--- src/rtl/core/idll_pkg.sv ---
// shared types, constants and request/status codes for the indexed doubly linked list
// no dependencies; imported by every module of the block
package idll_pkg;

    // store geometry
    localparam int NODE_COUNT = 256;
    localparam int VALUE_W    = 32;
    localparam int ID_W       = $clog2(NODE_COUNT);
    localparam int FRESH_W    = ID_W + 1;

    // stream widths, fields packed from bit 0 and padded to whole bytes
    localparam int REQ_W      = 3;
    localparam int STATUS_W   = 2;
    localparam int S_DATA_W   = ((ID_W + VALUE_W + 7) / 8) * 8;
    localparam int M_DATA_W   = ((5 * ID_W + VALUE_W + 7) / 8) * 8;

    typedef logic [ID_W-1:0]     t_id;
    typedef logic [VALUE_W-1:0]  t_value;
    typedef logic [FRESH_W-1:0]  t_fresh;
    typedef logic [REQ_W-1:0]    t_req;
    typedef logic [STATUS_W-1:0] t_status;

    // request kinds
    localparam t_req REQ_INS_AFTER  = 3'd0;
    localparam t_req REQ_INS_BEFORE = 3'd1;
    localparam t_req REQ_APPEND     = 3'd2;
    localparam t_req REQ_PREPEND    = 3'd3;
    localparam t_req REQ_DELETE     = 3'd4;
    localparam t_req REQ_READ       = 3'd5;

    // result status
    localparam t_status ST_OK   = 2'd0;
    localparam t_status ST_FULL = 2'd1;
    localparam t_status ST_BAD  = 2'd2;

    // write commands into the link and value memories
    typedef struct packed {
        logic   next_we;
        t_id    next_addr;
        t_id    next_data;
        logic   prev_we;
        t_id    prev_addr;
        t_id    prev_data;
        logic   val_we;
        t_id    val_addr;
        t_value val_data;
    } t_link_wr;

    // free stack commands
    typedef struct packed {
        logic pop;
        logic push;
        t_id  push_id;
    } t_free_op;

    // free stack status
    typedef struct packed {
        t_id    pop_id;
        logic   store_full;
        t_fresh fresh_next;
    } t_free_stat;

endpackage

--- src/rtl/core/idll_free_stack.sv ---
// free id stack in a memory plus the high-water counter for fresh ids
// hands out the next id to allocate; depends on idll_pkg
module idll_free_stack
    import idll_pkg::*;
(
    input  logic       i_clk,
    input  logic       i_rst_n,
    input  t_free_op   i_op,
    output t_free_stat o_stat
);

    t_id    free_mem [NODE_COUNT-1];
    t_id    r_count;
    t_fresh r_fresh;
    t_id    r_top;
    t_id    top_addr;

    assign top_addr = (r_count != '0) ? r_count - 1'b1 : '0;

    // top of stack, read every cycle
    always_ff @(posedge i_clk) begin
        r_top <= free_mem[top_addr];
    end

    // push of a freed id, dropped when the stack is full
    always_ff @(posedge i_clk) begin
        if (i_op.push && r_count < ID_W'(NODE_COUNT - 1)) begin
            free_mem[r_count] <= i_op.push_id;
        end
    end

    // stack depth and high-water mark
    always_ff @(posedge i_clk) begin
        if (!i_rst_n) begin
            r_count <= '0;
            r_fresh <= FRESH_W'(1);
        end else if (i_op.pop) begin
            if (r_count != '0) begin
                r_count <= r_count - 1'b1;
            end else begin
                r_fresh <= r_fresh + 1'b1;
            end
        end else if (i_op.push && r_count < ID_W'(NODE_COUNT - 1)) begin
            r_count <= r_count + 1'b1;
        end
    end

    assign o_stat.pop_id     = (r_count != '0) ? r_top : r_fresh[ID_W-1:0];
    assign o_stat.store_full = (r_count == '0) && (r_fresh == FRESH_W'(NODE_COUNT));
    assign o_stat.fresh_next = r_fresh;

endmodule

--- config.mk ---
export PLATFORM = sky130hd
export DESIGN_NAME = idll_free_stack
export DESIGN_NICKNAME = d
export VERILOG_FILES = /design/src/rtl/core/idll_pkg.sv /design/src/rtl/core/idll_free_stack.sv
export SDC_FILE = /design/constraint.sdc
export NUM_CORES = 2
export LEC_CHECK = 0
export BUFFER_PORTS_ARGS = -buffer_cell sky130_fd_sc_hd__buf_4
export CORE_ASPECT_RATIO = 1.4
export CORE_MARGIN = 2
export CORE_UTILIZATION = 40
export DETAILED_ROUTE_END_ITERATION = 10
export RECOVER_POWER = 100
export SKIP_LAST_GASP = 1
export SLEW_MARGIN = 15
export SYNTH_ARGS = -nofsm -noshare
export SYNTH_HDL_FRONTEND = slang
export SYNTH_SLANG_ARGS = --single-unit
--- constraint.sdc ---
create_clock -name i_clk -period 5.8 [get_ports i_clk]
set_input_delay 0 -clock i_clk [delete_from_list [all_inputs] [get_ports i_clk]]
set_output_delay 0 -clock i_clk [all_outputs]
set_load 0.01 [all_outputs]
=== Word-level counts from Yosys, hierarchy flattened ===
Memories as Yosys holds them, arrays and structs flattened. A register that Yosys moved wholly into a read port is not among the register bits.
Index checks and enable logic that the tools add are counted.
Widths: inputs -> output; s select.

* Bits in registers: 17
* Bits in writable memories: 2,040
* Input bits: 12
* Output and inout bits: 18
* Memories kept: 1

* Add/subtract/negate cells: 3
* Order comparisons: 1
* Equality and inequality tests: 2
* Multiplexer cells: 7
* Bitwise operators: 1
* Reduce and logical (&&, ||, !) cells: 7

{| class="wikitable"
|+ Memories
! memory !! depth !! bits a word !! read ports !! clocked after memory_dff !! write ports !! line !! text
|-
| free_mem || 255 || 8 || 1 || 1 || 1 || idll_free_stack.sv:12 || <nowiki>t_id free_mem [NODE_COUNT-1];</nowiki>
|}

{| class="wikitable"
|+ Operator list
! operator !! number
|-
| $mux 8 || 5
|-
| $add 9x1->9 const B || 1
|-
| $eq 9x9->1 const B || 1
|-
| $add 8x1->8 const B || 1
|-
| $logic_not 8->1 || 1
|-
| $lt 8x8->1 const B || 1
|-
| $reduce_bool 8->1 || 1
|-
| $sub 8x1->8 const B || 1
|-
| $reduce_and 2->1 || 2
|-
| $logic_and 1x1->1 || 2
|-
| $mux 1 || 2
|-
| $ne 2x1->1 const B || 1
|-
| $reduce_bool 2->1 || 1
|-
| $not 1->1 || 1
|}

=== Longest topological paths before layout ===
* Word-level depth: 4
* Gate-level depth with buffers: 21
* Mapped depth without buffers: 10

=== Least setup slack after synthesis ===
OpenSTA, ideal clock, no wires.

* Path type: reg-to-reg
* Start point: register r_count[0]
* End point: register r_top[2], read port of free_mem
* Library setup time: 0.127 ns
* Arrival: 4.484 ns
* Data required time: 5.673 ns
* Slack: 1.189 ns
* Cell stages (with the launch flop): 18
* Path buffers: 7
* Path through: dfxtp_1 -> buf_2 -> inv_1 -> clkbuf_1 -> clkbuf_1 -> buf_2 -> buf_1 -> buf_1 -> ha_1 -> or3b_1 -> buf_2 -> xnor2_1 -> nand3_1 -> or4_1 -> a41oi_1 -> o31a_1 -> a311oi_1 -> or3_1

* Cells in the longest elaborated chain, start to end: 2

{| class="wikitable"
|+ Ends and longest elaborated chain
! item !! line !! text
|-
| from (decl) || idll_free_stack.sv:13 || <nowiki>t_id r_count;</nowiki>
|-
| from (signal assigned) || idll_free_stack.sv:39 || <nowiki>r_count <= r_count - 1'b1;</nowiki>
|-
| from (signal assigned) || idll_free_stack.sv:44 || <nowiki>r_count <= r_count + 1'b1;</nowiki>
|-
| $sub 8x1->8 or $reduce_bool 8->1 (tied branches) || idll_free_stack.sv:18 || <nowiki>assign top_addr = (r_count != '0) ? r_count - 1'b1 : '0;</nowiki>
|-
| $mux 8 (*) || idll_free_stack.sv:18 ||
|-
| to (decl) || idll_free_stack.sv:15 || <nowiki>t_id r_top;</nowiki>
|}

Mark *: on every way between the ends. The rest lies on a longest branch, timed or not.
A chain may end at the register's enable or synchronous reset.

=== Final worst setup path ===
* Start point: register r_count[0]
* End point: memory free_mem[99][4] in the netlist's numbering (enable)

* Cells in the longest elaborated chain, start to end: 4

{| class="wikitable"
|+ Ends and longest elaborated chain
! item !! line !! text
|-
| $lt 8x8->1 || idll_free_stack.sv:27 || <nowiki>if (i_op.push && r_count < ID_W'(NODE_COUNT - 1)) begin</nowiki>
|-
| $logic_and 1x1->1 || idll_free_stack.sv:27 ||
|-
| $mux 1 || idll_free_stack.sv:27 ||
|-
| $mux 1 (not written as such) || idll_free_stack.sv:28 || <nowiki>free_mem[r_count] <= i_op.push_id;</nowiki>
|-
| to (decl) || idll_free_stack.sv:12 ||
|}

Parallel ways exist; a longest one is shown, timed or not.

==> qor.yml <==
worst_setup_path:
  critPathSlowestCell: "clkbuf_1"
  path_class: "reg -> reg"
  slowest_delay_ns: 1.71
  required_ns: 6.17
  path_max_fanout: 54
  startpoint_type: "flip-flop"
  reg2reg_from: "r_count[0]"
  cp.arrival_ns: 5.95
  startpoint: "r_count[0]"
  worstSetupEndpointType: "flip-flop"
  path_cells: "clkbuf_2, ha_1, nand2_1, clkbuf_1, nor2_1"
logic_synthesis:
  avgSynthCellArea_um2: 15.4
  yosys.cell_types.count: 89
  ys_ff_latch: 2065
  synthCells: 5381
  synth_adder_area_share_pct: 0.106
  synth_xor_area_share_pct: 0.169
  netlist_area_um2: 82800
  synth_compound_area_share_pct: 10.2
  muxShareOfSynthArea_pct: 6.86
  ys_warn_count: 0
  yosysTopAreaCell: "edfxtp_1"
  synth_nets: 5400
  synth_seq_area_share_pct: 74.5
  synth_simple_gate_area_share_pct: 5.87
  ys_top_cells_by_count: "2040 x edfxtp_1, 436 x nand2_1, 435 x nor2_1, 310 x mux2i_1, 276 x o21ai_0"
  ys.flop_type: "edfxtp_1"
  synth_top_family_by_area: "compound AO/OA/AOI/OAI gates"
  yosysTopAreaCellShare_pct: 73.9
  synth_edf_count: 2040
  synth_area_leaders: "edfxtp_1 74%, mux2i_1 3.7%, nand2_1 2.0%, mux2_2 2.0%, nor2_1 2.0%"
  synth_most_common_cell: "edfxtp_1"
  postSynth.asyncResetShare_pct: 0
sta:
  setup_viol: 0
  final_hold_viol_count: 0
  timing.hold.ws_ns: 0.0553
  tightest_slew_ns: 5.86
  max_freq_mhz: 179
  fin_crit_sh_pct: 96.2
  period_minus_slack_ns: 5.58
  maxSlewViolCount: 970
  setup_tns_ns: 0
  slew_headroom_pct: -290
  skew_ns: 0.0530
  rsz0062_at_grt: "no"
clocking:
  ctsHtreeMaxLevel: 4
  hold_buffers: 12
  cts.clk_slew.worst_paths_ns: 0.07
  numCtsBuffers: 191
  cts.path.max_buffers: 4
  insertion_delay_ns: 0.85
  cts_resized: 0
  clock_sinks: 2065
  cts_tree: "done"
  postCtsSetupBuffers: 0
  cts_root_buf: "clkbuf_16"
global_routing:
  gr-total-overflow: 0
  grt_pass1_vias: 50800
  grt_usage_pct: 26.3
  grt_pass1_wl_um: 396000
  grt_max_degree: 179
  antenna_found_initial: 18
placement:
  place_area_um2: 87300
  gp_congestion: 0.963
  place_hpwl_um: 176000
  place.port_buffers: 29
die:
  initial_core_util_pct: 40.3
  die_height_um: 542
  dieArea_um2: 211000
  num_io_pins: 30
  die_w_um: 389
  design.core.area_um2: 206000
  rows: 197
drt:
  drc: 0
  vias: 52500
  via_per_inst: 6.30
  drt-total-wl_um: 284000
  dr.pass1.iters: 9
  post_drt_wl_per_cell_um: 34.1
  antenna_left: 0
  first_iter_violations: 7799
flow_run:
  max_cap_violations: 15
finish:
  final_layout_size_suffix_gt1_share_pct: 13.0
  layout.nets: 5496
  final_area_um2: 93200
  syn_to_final_growth_pct: 12.5
  n_fill_cell: 17800
min_path:
  hp-class: "in -> reg"
  hold_start: "i_rst_n"
outcome:
  violations: "max-capacitance violations, max-slew violations"
  status: "finished with violations"
[cells by family (layout without fill, tap and decap cells)]
family | Yosys count | count (layout)
adders and majority gates | 7 | 7
buffers and inverters | 408 | 655
AOI/OAI and AO/OA | 1247 | 1247
muxes | 497 | 497
xor gates and xnor gates | 16 | 16
other | 0 | 12
DFF | 2065 | 2065
and+or+nand+nor | 1141 | 1141
[critical path: cells and delay by family, from the launching register on]
kind          cells  cell delay (ns)
simple gates      2             1.17
fa+ha+maj         1             0.71
buf+inv           2             2.63
flops             1             0.49
[worst paths after layout]
check / to / slack [ns] / depth (start not counted)
worst min register to register: r_fresh[0] / 0.59 / 2
worst min-delay path: r_fresh[0] / 0.06 / 3
worst max-delay path: free_mem[99][4] / 0.22 / 5
worst max register to register: free_mem[99][4] / 0.22 / 5
[layout by cell type, fill, tap and decap left out, types with 82 or more instances in the layout]
cell / instances
mux2_2: 145
o22ai_1: 172
a31oi_1: 82
o211ai_1: 88
buf_4: 180
clkbuf_1: 89
a21oi_1: 168
o21ai_0: 275
clkbuf_16: 194
nor2_1: 431
edfxtp_1: 2040
nand2_1: 436
mux2i_1: 310
[layer usage]
| layer | track usage, % | routed length [µm] |
|---|---|---|
| met1 | 32.2 | 99900 |
| met5 | 0 | 81 |
| met3 | 5.43 | 28700 |
| met2 | 42.1 | 133000 |
| met4 | 18.0 | 22700 |
[stage by stage]
step	utilization (%)	instances	worst slack (ns)
detailed placement	42.4	7958	0.953
global placement	42.4	7958	0.957
global route	45.3	8315	0.403
finish	45.3	8326	0.218
floorplan	-	5381	1.19
CTS	45.4	8314	0.907
[registers in the layout, indices dropped and copies added (netlist names)]
register / count
r_top: 8
r_count: 8
free_mem: 2040
r_fresh: 9
[area by class of cell]
cell class	instances	area [µm²]	share of cell area [%]
Antenna cell	12	30.0	0.0322
Clock inverter	117	1030	1.10
Inverter	16	61.3	0.0658
Tap cell	2686	3360	3.61
Timing Repair Buffer	295	2490	2.67
Sequential cell	2065	61800	66.3
Multi-Input combinational cell	2908	19400	20.9
Clock buffer	227	5000	5.36
Power is left out: the tool's default activity adds up to more than one toggle a clock period on the data nets, which glitch-free logic cannot reach.
